## src/hdl/tgadec_pkg.sv

```systemverilog
package tgadec_pkg;

  typedef enum logic [1:0] {
    PH_IDLE,
    PH_HEADER,
    PH_SKIP,
    PH_PIXELS
  } phase_t;

  typedef enum logic [1:0] {
    KIND_HEADER     = 2'd0,
    KIND_RUN        = 2'd1,
    KIND_BAD_TYPE   = 2'd2,
    KIND_BAD_FORMAT = 2'd3
  } kind_t;

  localparam logic [4:0] HP_ID_LEN    = 5'd0;
  localparam logic [4:0] HP_CMAP_TYPE = 5'd1;
  localparam logic [4:0] HP_IMG_TYPE  = 5'd2;
  localparam logic [4:0] HP_WIDTH_LO  = 5'd12;
  localparam logic [4:0] HP_WIDTH_HI  = 5'd13;
  localparam logic [4:0] HP_HEIGHT_LO = 5'd14;
  localparam logic [4:0] HP_HEIGHT_HI = 5'd15;
  localparam logic [4:0] HP_DEPTH     = 5'd16;
  localparam logic [4:0] HP_LAST      = 5'd17;

  localparam logic [7:0] TGA_TYPE_RAW = 8'd2;
  localparam logic [7:0] TGA_TYPE_RLE = 8'd10;
  localparam logic [7:0] TGA_DEPTH_24 = 8'd24;
  localparam logic [7:0] TGA_DEPTH_32 = 8'd32;
  localparam logic [7:0] ALPHA_OPAQUE = 8'hff;

  localparam int FIFO_DEPTH = 4;
  localparam int FIFO_AW    = $clog2(FIFO_DEPTH);
  localparam int FIFO_CW    = $clog2(FIFO_DEPTH + 1);

  typedef struct packed {
    kind_t       kind;
    logic [7:0]  red;
    logic [7:0]  green;
    logic [7:0]  blue;
    logic [7:0]  alpha;
    logic [7:0]  count;
    logic [15:0] width;
    logic [15:0] height;
  } cmd_t;

  typedef struct packed {
    logic push;
    logic full;
  } fifo_wr_t;

  typedef struct packed {
    logic pop;
    logic empty;
  } fifo_rd_t;

  typedef struct packed {
    kind_t       kind;
    logic [7:0]  red;
    logic [7:0]  green;
    logic [7:0]  blue;
    logic [7:0]  alpha;
    logic [15:0] row;
    logic [15:0] column;
    logic [7:0]  run_length;
    logic        image_done;
    logic [15:0] image_width;
    logic [15:0] image_height;
  } result_t;

endpackage

```

## src/hdl/tgadec_front.sv

```systemverilog
module tgadec_front (
  input  logic                clk,
  input  logic                rst,
  input  logic                in_valid,
  output logic                in_ready,
  input  logic [7:0]          data_byte,
  input  logic                start_of_file,
  input  logic                full,
  output logic                push,
  output tgadec_pkg::cmd_t    cmd
);

  tgadec_pkg::phase_t phase, phase_next, ph;
  logic [4:0]  hdr_pos, hdr_pos_next, pos;
  logic [7:0]  id_len, id_len_next;
  logic [7:0]  skip_left, skip_left_next;
  logic        compressed, compressed_next;
  logic        four_byte, four_byte_next;
  logic        type_bad, type_bad_next, tb;
  logic        format_bad, format_bad_next, fb;
  logic [15:0] width, width_next, w;
  logic [15:0] height, height_next, h;
  logic [7:0]  packet_left, packet_left_next;
  logic        packet_is_run, packet_is_run_next;
  logic [1:0]  byte_idx, byte_idx_next;
  logic [1:0]  need_last;
  logic [7:0]  blue, blue_next, green, green_next, red, red_next;
  logic        accept;

  assign in_ready  = !full;
  assign accept    = in_valid && in_ready;
  assign ph        = start_of_file ? tgadec_pkg::PH_HEADER : phase;
  assign pos       = start_of_file ? 5'd0 : hdr_pos;
  assign tb        = start_of_file ? 1'b0 : type_bad;
  assign fb        = start_of_file ? 1'b0 : format_bad;
  assign w         = start_of_file ? 16'd0 : width;
  assign h         = start_of_file ? 16'd0 : height;
  assign need_last = four_byte ? 2'd3 : 2'd2;

  always_comb begin
    phase_next         = phase;
    hdr_pos_next       = hdr_pos;
    id_len_next        = id_len;
    skip_left_next     = skip_left;
    compressed_next    = compressed;
    four_byte_next     = four_byte;
    type_bad_next      = type_bad;
    format_bad_next    = format_bad;
    width_next         = width;
    height_next        = height;
    packet_left_next   = packet_left;
    packet_is_run_next = packet_is_run;
    byte_idx_next      = byte_idx;
    blue_next          = blue;
    green_next         = green;
    red_next           = red;
    push               = 1'b0;
    cmd                = '0;
    if (accept) begin
      phase_next      = ph;
      hdr_pos_next    = pos;
      type_bad_next   = tb;
      format_bad_next = fb;
      width_next      = w;
      height_next     = h;
      unique case (ph)
        tgadec_pkg::PH_HEADER: begin
          unique case (pos)
            tgadec_pkg::HP_ID_LEN: id_len_next = data_byte;
            tgadec_pkg::HP_CMAP_TYPE: begin
              if (data_byte != 8'd0) format_bad_next = 1'b1;
            end
            tgadec_pkg::HP_IMG_TYPE: begin
              compressed_next = (data_byte == tgadec_pkg::TGA_TYPE_RLE);
              type_bad_next   = !(data_byte == tgadec_pkg::TGA_TYPE_RAW ||
                                  data_byte == tgadec_pkg::TGA_TYPE_RLE);
            end
            tgadec_pkg::HP_WIDTH_LO:  width_next[7:0]   = data_byte;
            tgadec_pkg::HP_WIDTH_HI:  width_next[15:8]  = data_byte;
            tgadec_pkg::HP_HEIGHT_LO: height_next[7:0]  = data_byte;
            tgadec_pkg::HP_HEIGHT_HI: height_next[15:8] = data_byte;
            tgadec_pkg::HP_DEPTH: begin
              four_byte_next = (data_byte == tgadec_pkg::TGA_DEPTH_32);
              if (data_byte != tgadec_pkg::TGA_DEPTH_24 &&
                  data_byte != tgadec_pkg::TGA_DEPTH_32) begin
                format_bad_next = 1'b1;
              end
            end
            default: ;
          endcase
          if (pos != tgadec_pkg::HP_LAST) begin
            hdr_pos_next = 5'(pos + 5'd1);
          end else begin
            push = 1'b1;
            if (tb) begin
              cmd.kind   = tgadec_pkg::KIND_BAD_TYPE;
              phase_next = tgadec_pkg::PH_IDLE;
            end else if (fb) begin
              cmd.kind   = tgadec_pkg::KIND_BAD_FORMAT;
              phase_next = tgadec_pkg::PH_IDLE;
            end else begin
              cmd.kind           = tgadec_pkg::KIND_HEADER;
              cmd.width          = w;
              cmd.height         = h;
              packet_left_next   = 8'd0;
              packet_is_run_next = 1'b0;
              byte_idx_next      = 2'd0;
              skip_left_next     = id_len;
              if (w == 16'd0 || h == 16'd0) begin
                phase_next = tgadec_pkg::PH_IDLE;
              end else if (id_len != 8'd0) begin
                phase_next = tgadec_pkg::PH_SKIP;
              end else begin
                phase_next = tgadec_pkg::PH_PIXELS;
              end
            end
          end
        end
        tgadec_pkg::PH_SKIP: begin
          skip_left_next = 8'(skip_left - 8'd1);
          if (skip_left == 8'd1) phase_next = tgadec_pkg::PH_PIXELS;
        end
        tgadec_pkg::PH_PIXELS: begin
          if (compressed && packet_left == 8'd0) begin
            packet_left_next   = {1'b0, data_byte[6:0]} + 8'd1;
            packet_is_run_next = data_byte[7];
          end else begin
            unique case (byte_idx)
              2'd0: blue_next  = data_byte;
              2'd1: green_next = data_byte;
              2'd2: red_next   = data_byte;
              default: ;
            endcase
            if (byte_idx != need_last) begin
              byte_idx_next = 2'(byte_idx + 2'd1);
            end else begin
              push          = 1'b1;
              byte_idx_next = 2'd0;
              cmd.kind      = tgadec_pkg::KIND_RUN;
              cmd.red       = (byte_idx == 2'd2) ? data_byte : red;
              cmd.green     = green;
              cmd.blue      = blue;
              cmd.alpha     = four_byte ? data_byte : tgadec_pkg::ALPHA_OPAQUE;
              if (compressed && packet_is_run) begin
                cmd.count        = packet_left;
                packet_left_next = 8'd0;
              end else begin
                cmd.count = 8'd1;
                if (compressed) packet_left_next = 8'(packet_left - 8'd1);
              end
            end
          end
        end
        default: ;
      endcase
    end
  end

  always_ff @(posedge clk) begin
    if (rst) begin
      phase         <= tgadec_pkg::PH_IDLE;
      hdr_pos       <= '0;
      id_len        <= '0;
      skip_left     <= '0;
      compressed    <= 1'b0;
      four_byte     <= 1'b0;
      type_bad      <= 1'b0;
      format_bad    <= 1'b0;
      width         <= '0;
      height        <= '0;
      packet_left   <= '0;
      packet_is_run <= 1'b0;
      byte_idx      <= '0;
    end else begin
      phase         <= phase_next;
      hdr_pos       <= hdr_pos_next;
      id_len        <= id_len_next;
      skip_left     <= skip_left_next;
      compressed    <= compressed_next;
      four_byte     <= four_byte_next;
      type_bad      <= type_bad_next;
      format_bad    <= format_bad_next;
      width         <= width_next;
      height        <= height_next;
      packet_left   <= packet_left_next;
      packet_is_run <= packet_is_run_next;
      byte_idx      <= byte_idx_next;
    end
  end

  always_ff @(posedge clk) begin
    blue  <= blue_next;
    green <= green_next;
    red   <= red_next;
  end

  // The skip phase is entered only with a nonzero ID length.
  a_skip_nonzero: assert property (@(posedge clk) disable iff (rst)
    phase == tgadec_pkg::PH_SKIP |-> skip_left != 8'd0)
    else $error("skip phase with empty ID counter");

  // The header counter never runs past the last header byte.
  a_hdr_pos_range: assert property (@(posedge clk) disable iff (rst)
    hdr_pos <= tgadec_pkg::HP_LAST)
    else $error("header position out of range");

  // Pixel bytes are only counted up to the pixel size.
  a_byte_idx: assert property (@(posedge clk) disable iff (rst)
    !four_byte && phase == tgadec_pkg::PH_PIXELS |-> byte_idx != 2'd3)
    else $error("byte index past a three byte pixel");

endmodule

```

## src/hdl/tgadec_fifo.sv

```systemverilog
module tgadec_fifo (
  input  logic                 clk,
  input  logic                 rst,
  input  logic                 push,
  input  tgadec_pkg::cmd_t     wr_data,
  input  logic                 pop,
  output tgadec_pkg::cmd_t     rd_data,
  output tgadec_pkg::fifo_wr_t wr_status,
  output tgadec_pkg::fifo_rd_t rd_status
);

  tgadec_pkg::cmd_t                  entries [tgadec_pkg::FIFO_DEPTH];
  logic [tgadec_pkg::FIFO_AW-1:0]    wr_ptr, rd_ptr;
  logic [tgadec_pkg::FIFO_CW-1:0]    count;
  logic                              full, empty;

  localparam logic [tgadec_pkg::FIFO_AW-1:0] PtrLast =
    tgadec_pkg::FIFO_AW'(tgadec_pkg::FIFO_DEPTH - 1);
  localparam logic [tgadec_pkg::FIFO_CW-1:0] CountFull =
    tgadec_pkg::FIFO_CW'(tgadec_pkg::FIFO_DEPTH);

  assign full            = (count == CountFull);
  assign empty           = (count == '0);
  assign rd_data         = entries[rd_ptr];
  assign wr_status.push  = push;
  assign wr_status.full  = full;
  assign rd_status.pop   = pop;
  assign rd_status.empty = empty;

  always_ff @(posedge clk) begin
    if (rst) begin
      wr_ptr <= '0;
      rd_ptr <= '0;
      count  <= '0;
    end else begin
      if (push) wr_ptr <= (wr_ptr == PtrLast) ? '0 : wr_ptr + 1'b1;
      if (pop)  rd_ptr <= (rd_ptr == PtrLast) ? '0 : rd_ptr + 1'b1;
      if (push && !pop) begin
        count <= count + 1'b1;
      end else if (pop && !push) begin
        count <= count - 1'b1;
      end
    end
  end

  always_ff @(posedge clk) begin
    if (push) entries[wr_ptr] <= wr_data;
  end

  a_no_overflow: assert property (@(posedge clk) disable iff (rst)
    full |-> !push)
    else $error("push into a full queue");

  a_no_underflow: assert property (@(posedge clk) disable iff (rst)
    empty |-> !pop)
    else $error("pop from an empty queue");

  a_count_range: assert property (@(posedge clk) disable iff (rst)
    count <= CountFull)
    else $error("queue count out of range");

endmodule

```

## src/hdl/tgadec_back.sv

```systemverilog
module tgadec_back (
  input  logic                 clk,
  input  logic                 rst,
  input  tgadec_pkg::cmd_t     cmd,
  input  logic                 empty,
  output logic                 pop,
  output logic                 out_valid,
  input  logic                 out_ready,
  output tgadec_pkg::result_t  res
);

  logic                active;
  logic                busy;
  logic [15:0]         row, col, width;
  logic [31:0]         rem, rem_after;
  logic [16:0]         acc, sum;
  logic [7:0]          n_eff;
  logic                clip;
  logic                emit;
  tgadec_pkg::result_t res_next;

  assign pop       = !empty && !busy && (!out_valid || out_ready);
  assign clip      = {24'd0, cmd.count} > rem;
  assign n_eff     = clip ? rem[7:0] : cmd.count;
  assign rem_after = rem - {24'd0, n_eff};
  assign sum       = {1'b0, col} + {9'd0, n_eff};
  assign emit      = pop && (cmd.kind != tgadec_pkg::KIND_RUN || active);

  always_comb begin
    res_next      = '0;
    res_next.kind = cmd.kind;
    if (cmd.kind == tgadec_pkg::KIND_HEADER) begin
      res_next.image_width  = cmd.width;
      res_next.image_height = cmd.height;
    end else if (cmd.kind == tgadec_pkg::KIND_RUN) begin
      res_next.red        = cmd.red;
      res_next.green      = cmd.green;
      res_next.blue       = cmd.blue;
      res_next.alpha      = cmd.alpha;
      res_next.row        = row;
      res_next.column     = col;
      res_next.run_length = n_eff;
      res_next.image_done = (rem_after == 32'd0);
    end
  end

  always_ff @(posedge clk) begin
    if (rst) begin
      out_valid <= 1'b0;
      active    <= 1'b0;
      busy      <= 1'b0;
    end else begin
      if (emit) begin
        out_valid <= 1'b1;
      end else if (out_ready) begin
        out_valid <= 1'b0;
      end
      if (busy) begin
        if (acc >= {1'b0, width}) begin
          acc <= acc - {1'b0, width};
          row <= row - 16'd1;
        end else begin
          col  <= acc[15:0];
          busy <= 1'b0;
        end
      end
      if (pop) begin
        unique case (cmd.kind)
          tgadec_pkg::KIND_HEADER: begin
            active <= (cmd.width != 16'd0) && (cmd.height != 16'd0);
            row    <= cmd.height - 16'd1;
            col    <= 16'd0;
            width  <= cmd.width;
            rem    <= {16'd0, cmd.width} * {16'd0, cmd.height};
          end
          tgadec_pkg::KIND_RUN: begin
            if (active) begin
              rem <= rem_after;
              if (rem_after == 32'd0) begin
                active <= 1'b0;
              end else if (sum < {1'b0, width}) begin
                col <= sum[15:0];
              end else begin
                busy <= 1'b1;
                acc  <= sum;
              end
            end
          end
          tgadec_pkg::KIND_BAD_TYPE, tgadec_pkg::KIND_BAD_FORMAT: begin
            active <= 1'b0;
          end
          default: ;
        endcase
      end
    end
  end

  always_ff @(posedge clk) begin
    if (emit) res <= res_next;
  end

  a_busy_no_pop: assert property (@(posedge clk) disable iff (rst)
    busy |-> !pop)
    else $error("command taken while the position is still wrapping");

  a_busy_active: assert property (@(posedge clk) disable iff (rst)
    busy |-> active && rem != 32'd0)
    else $error("wrapping with no pixels left in the image");

  a_run_nonzero: assert property (@(posedge clk) disable iff (rst)
    out_valid && res.kind == tgadec_pkg::KIND_RUN |-> res.run_length != 8'd0)
    else $error("empty pixel run");

endmodule

```

## src/hdl/tga_image_stream_decoder.sv

```systemverilog
// Streaming TGA decoder for uncompressed (type 2) and run-length (type 10) images
// in 24-bit BGR or 32-bit BGRA. It takes one file byte per item and returns at
// most one result per byte: a header report with the image size, an error report
// for an unsupported type, depth or colormap, or an RGBA pixel run with the
// bottom-up row and the column where it starts. Assert start_of_file on the first
// header byte of every file. The byte parser accepts one byte per cycle and feeds
// a four-entry command queue; the run placement unit behind it takes one command
// per cycle while not busy and the result side can take one. A run that crosses
// rows keeps it busy as it steps down a row per boundary and settles the column,
// so narrow images with long runs can hold off input while the queue is full.
module tga_image_stream_decoder (
  input  logic        clk,
  input  logic        rst,
  input  logic        in_valid,
  output logic        in_ready,
  input  logic [7:0]  data_byte,
  input  logic        start_of_file,
  output logic        out_valid,
  input  logic        out_ready,
  output logic [1:0]  kind,
  output logic [7:0]  red,
  output logic [7:0]  green,
  output logic [7:0]  blue,
  output logic [7:0]  alpha,
  output logic [15:0] row,
  output logic [15:0] column,
  output logic [7:0]  run_length,
  output logic        image_done,
  output logic [15:0] image_width,
  output logic [15:0] image_height
);

  tgadec_pkg::cmd_t     wr_cmd, rd_cmd;
  tgadec_pkg::fifo_wr_t wr_status;
  tgadec_pkg::fifo_rd_t rd_status;
  tgadec_pkg::result_t  res;
  logic                 push, pop;

  tgadec_front u_front (
    .clk           (clk),
    .rst           (rst),
    .in_valid      (in_valid),
    .in_ready      (in_ready),
    .data_byte     (data_byte),
    .start_of_file (start_of_file),
    .full          (wr_status.full),
    .push          (push),
    .cmd           (wr_cmd)
  );

  tgadec_fifo u_fifo (
    .clk       (clk),
    .rst       (rst),
    .push      (push),
    .wr_data   (wr_cmd),
    .pop       (pop),
    .rd_data   (rd_cmd),
    .wr_status (wr_status),
    .rd_status (rd_status)
  );

  tgadec_back u_back (
    .clk       (clk),
    .rst       (rst),
    .cmd       (rd_cmd),
    .empty     (rd_status.empty),
    .pop       (pop),
    .out_valid (out_valid),
    .out_ready (out_ready),
    .res       (res)
  );

  assign kind         = res.kind;
  assign red          = res.red;
  assign green        = res.green;
  assign blue         = res.blue;
  assign alpha        = res.alpha;
  assign row          = res.row;
  assign column       = res.column;
  assign run_length   = res.run_length;
  assign image_done   = res.image_done;
  assign image_width  = res.image_width;
  assign image_height = res.image_height;

endmodule

```

## config.mk

```make
export PLATFORM = sky130hd
export DESIGN_NAME = tga_image_stream_decoder
export DESIGN_NICKNAME = d
export VERILOG_FILES = /design/src/hdl/tgadec_pkg.sv /design/src/hdl/tgadec_front.sv /design/src/hdl/tgadec_fifo.sv /design/src/hdl/tgadec_back.sv /design/src/hdl/tga_image_stream_decoder.sv
export SDC_FILE = /design/constraint.sdc
export NUM_CORES = 2
export LEC_CHECK = 0
export BUFFER_PORTS_ARGS = -buffer_cell sky130_fd_sc_hd__buf_4
export CAP_MARGIN = 20
export CORE_UTILIZATION = 55
export CTS_BUF_LIST = sky130_fd_sc_hd__clkbuf_8
export DETAILED_ROUTE_END_ITERATION = 6
export PLACE_DENSITY = 0.69
export SYNTH_ARGS = -nofsm -noshare
export SYNTH_HDL_FRONTEND = slang
export SYNTH_SLANG_ARGS = --single-unit
```

## constraint.sdc

```tcl
create_clock -name clk -period 14.1 [get_ports clk]
set_input_delay 1.41 -clock clk [delete_from_list [all_inputs] [get_ports clk]]
set_output_delay 1.41 -clock clk [all_outputs]
set_load 0.005 [all_outputs]
```

==> results.cfg <==
[run_status]
status = finished clean

[worst_setup_path]
critical_path_arrival_ns = 9.49
end_kind = flip-flop
path_cells = buf_4 > mux2_2 > o21ai_0 > inv_1 > and2_1 > ha_1 > fa_1 > inv_1 > fa_1 > fa_1 > fa_1 > inv_1 > fa_1 > ha_1 > nand4_1 > nor2_1 > nand3_1 > a311o_1 > a311oi_1 > a311oi_1 > o21bai_1 > xnor2_1 > a21oi_1
path_class = reg -> reg
cp-start-kind = flip-flop
max_stage_delay_ns = 0.85
r2r_end = u_back.rem[31]$_DFFE_PP_
r2r_cells = 23
cp_slowest_cell = dfxtp_4
cp_max_fo = 46
r2r_slack_ns = 5.07
cpMostUsedCell = fa_1
crit_required_ns = 14.55

[logic_synthesis]
postSynthCellCount = 3178
ys_types = 87
async_flop_share_pct = 0
synth-edff-count = 524
synth_area_per_cell_um2 = 11.48
yosys_warnings = 0
ys_seq_area_share_pct = 47.65
syn-num-nets = 3573
ys_ff_latch = 606
syn_area_um2 = 36470
synthFlopType = edfxtp_1

[timing]
fmax_mhz = 110.7
rsz0062_at_grt = false
setup_viol = 0
max-slew-margin-rel_pct = 27.83
slew_violations = 0
fin_crit_ns = 9.031
worstMarginPinSlew_ns = 1.074
finalSetupTns_ns = 0
skew_ns = 0.05512
period_share_pct = 64.05
hold_viol_final = 0
setup_slack_ns = 5.069

[routing]
firstDrtPassIters = 6
route.vias.total = 24920
first_iter_violations = 2049
wl_per_cell_um = 21.76
viasPerCell = 5.880
drtAntennaViolNets = 0
drt-met1-wl_um = 36820
drc = 0
wl_met3_um = 6161
route.met2.wl_um = 46020
wl_um = 92250
dr.max_layer_used = met4

[global_route]
track_usage_pct = 27.75
grt_pass1_wl_um = 143500
grt_pass1_vias = 25690
overflow = 0
grt_max_degree = 87
antenna_found_initial = 2

[cells_and_area]
layout_commonest_cell = edfxtp_1
fin_cells = 4239
fillers = 5262
drive_above_1_share_pct = 12.80
syn_to_final_growth_pct = 10.47
fin_nets = 3680
final_cell_mix = edfxtp_1, inv_1, nand2_1, nor2_1, fa_1

[clock_network]
ctsRootBufferMaster = clkbuf_8
htreeDepth = 3
cts_tree = built
post_cts_resize_count = 0
cts_max_path_buffers = 3
clock_latency_ns = 0.75
cts_buffers = 101
path_clk_slew_ns = 0.06
cts_setup_buffers = 0
hold_buffers = 0
cts.sinks = 606

[min_path]
holdPathStages = 2
hp-start = u_front.phase[0]$_SDFFE_PP0P_
hold_path_end = u_front.phase[0]$_SDFFE_PP0P_
hp-class = reg -> reg

[placement]
port_buffers = 121
pre_cts_slack_ns = 5.136
finalWeightedCongestion = 0.9321
place_hpwl_um = 63400
place_inst = 4046

[die]
die_w_um = 259.5
start_util_pct = 55.57
die_h_um = 259.5
io-pin-count = 122
fp-row-count = 94
die_area_um2 = 67340
core_um2 = 65630

[job]
maxCapViolations = 0
## state kept, by name, indices dropped and copies added (netlist names), 5 cells and up, named ones only
signal	flops
u_front.hdr_pos	5
u_front.green	8
u_back.acc	17
u_back.col	16
u_front.height	16
u_back.width	16
u_fifo.entries	296
u_front.id_len	8
u_back.res	107
u_front.packet_left	8
u_front.skip_left	8
u_front.red	8
u_front.width	16
u_front.blue	8
u_back.rem	32
u_back.row	16
## kinds of logic (layout without fill, tap and decap cells)
| group | after synthesis | in the layout | synth area share (%) |
|---|---|---|---|
| DFF | 606 | 606 | 47.65 |
| xor gates and xnor gates | 108 | 108 | 2.594 |
| muxes | 147 | 147 | 6.378 |
| and+or+nand+nor | 1045 | 1045 | 13.88 |
| adders and majority gates | 382 | 382 | 17.18 |
| AOI/OAI and AO/OA | 409 | 409 | 7.314 |
| other | 0 | 1 | 0 |
| buffers and inverters | 481 | 677 | 5.009 |
## final cells by class
class,count,area [um^2],area share (%)
Tap cell,864,1081,2.683
Multi-Input combinational cell,2091,17330,43.02
Inverter,335,1257,3.121
Antenna cell,1,2.502,0.006211
Timing Repair Buffer,150,1126,2.795
Clock buffer,113,1555,3.860
Sequential cell,606,17380,43.15
Clock inverter,79,551.8,1.370
## synthesized netlist by cell type (39+ instances only)
cell / instances / area [um^2]
edfxtp_1: 524 / 15740
inv_1: 333 / 1250
nand2_1: 311 / 1167
nor2_1: 279 / 1047
fa_1: 198 / 3964
ha_1: 184 / 2302
and2_1: 166 / 1039
clkbuf_1: 116 / 435.4
a21oi_1: 108 / 540.5
o21ai_0: 92 / 460.4
dfxtp_1: 82 / 1642
mux4_2: 65 / 1464
xnor2_1: 59 / 516.8
mux2i_1: 49 / 490.5
xor2_1: 49 / 429.2
nor3_1: 46 / 230.2
a22oi_1: 41 / 307.8
and3_1: 41 / 256.5
nand3_1: 39 / 195.2
## worst max-delay path, delay by kind of cell, from the launching register on
family / cells / cell delay, ns
simple gates: 4 / 0.80
xor+xnor: 1 / 0.14
fa+ha+maj: 7 / 3.16
buf+inv: 4 / 1.48
mux: 1 / 0.41
compound gates: 6 / 1.79
flops: 1 / 0.85
## worst max-delay path by stage
stage	end	slack [ns]	cells after the start
6_report	u_back.rem[31]$_DFFE_PP_	5.07	23
5_1_grt	u_back.rem[28]$_DFFE_PP_	4.57	24
4_1_cts	u_back.rem[28]$_DFFE_PP_	5.05	24
3_5_place_dp	u_back.rem[31]$_DFFE_PP_	5.14	23
3_3_place_gp	u_back.rem[31]$_DFFE_PP_	5.32	23
2_1_floorplan	u_back.col[12]$_DFFE_PN_	5.87	36
## per-stage QoR
stage | cell area (um^2) | hold slack (ns) | util [%]
floorplan | 36470 | 0.4208 | -
global placement | 38180 | 0.4293 | 58.18
detailed placement | 38180 | 0.4360 | 58.18
CTS | 40290 | 0.4450 | 61.39
global route | 40290 | 0.4771 | 61.39
finish | 40290 | 0.4442 | 61.39
## routing by layer
layer,global-route usage [%],vias to the layer above
met2,47.36,926
met5,0,-
met3,4.472,208
met1,35.27,12450
met4,11.29,0
li1,-,11340
Power is not shown: default switching activity piles up to over one toggle a cycle in this logic, so the estimate is an artifact.
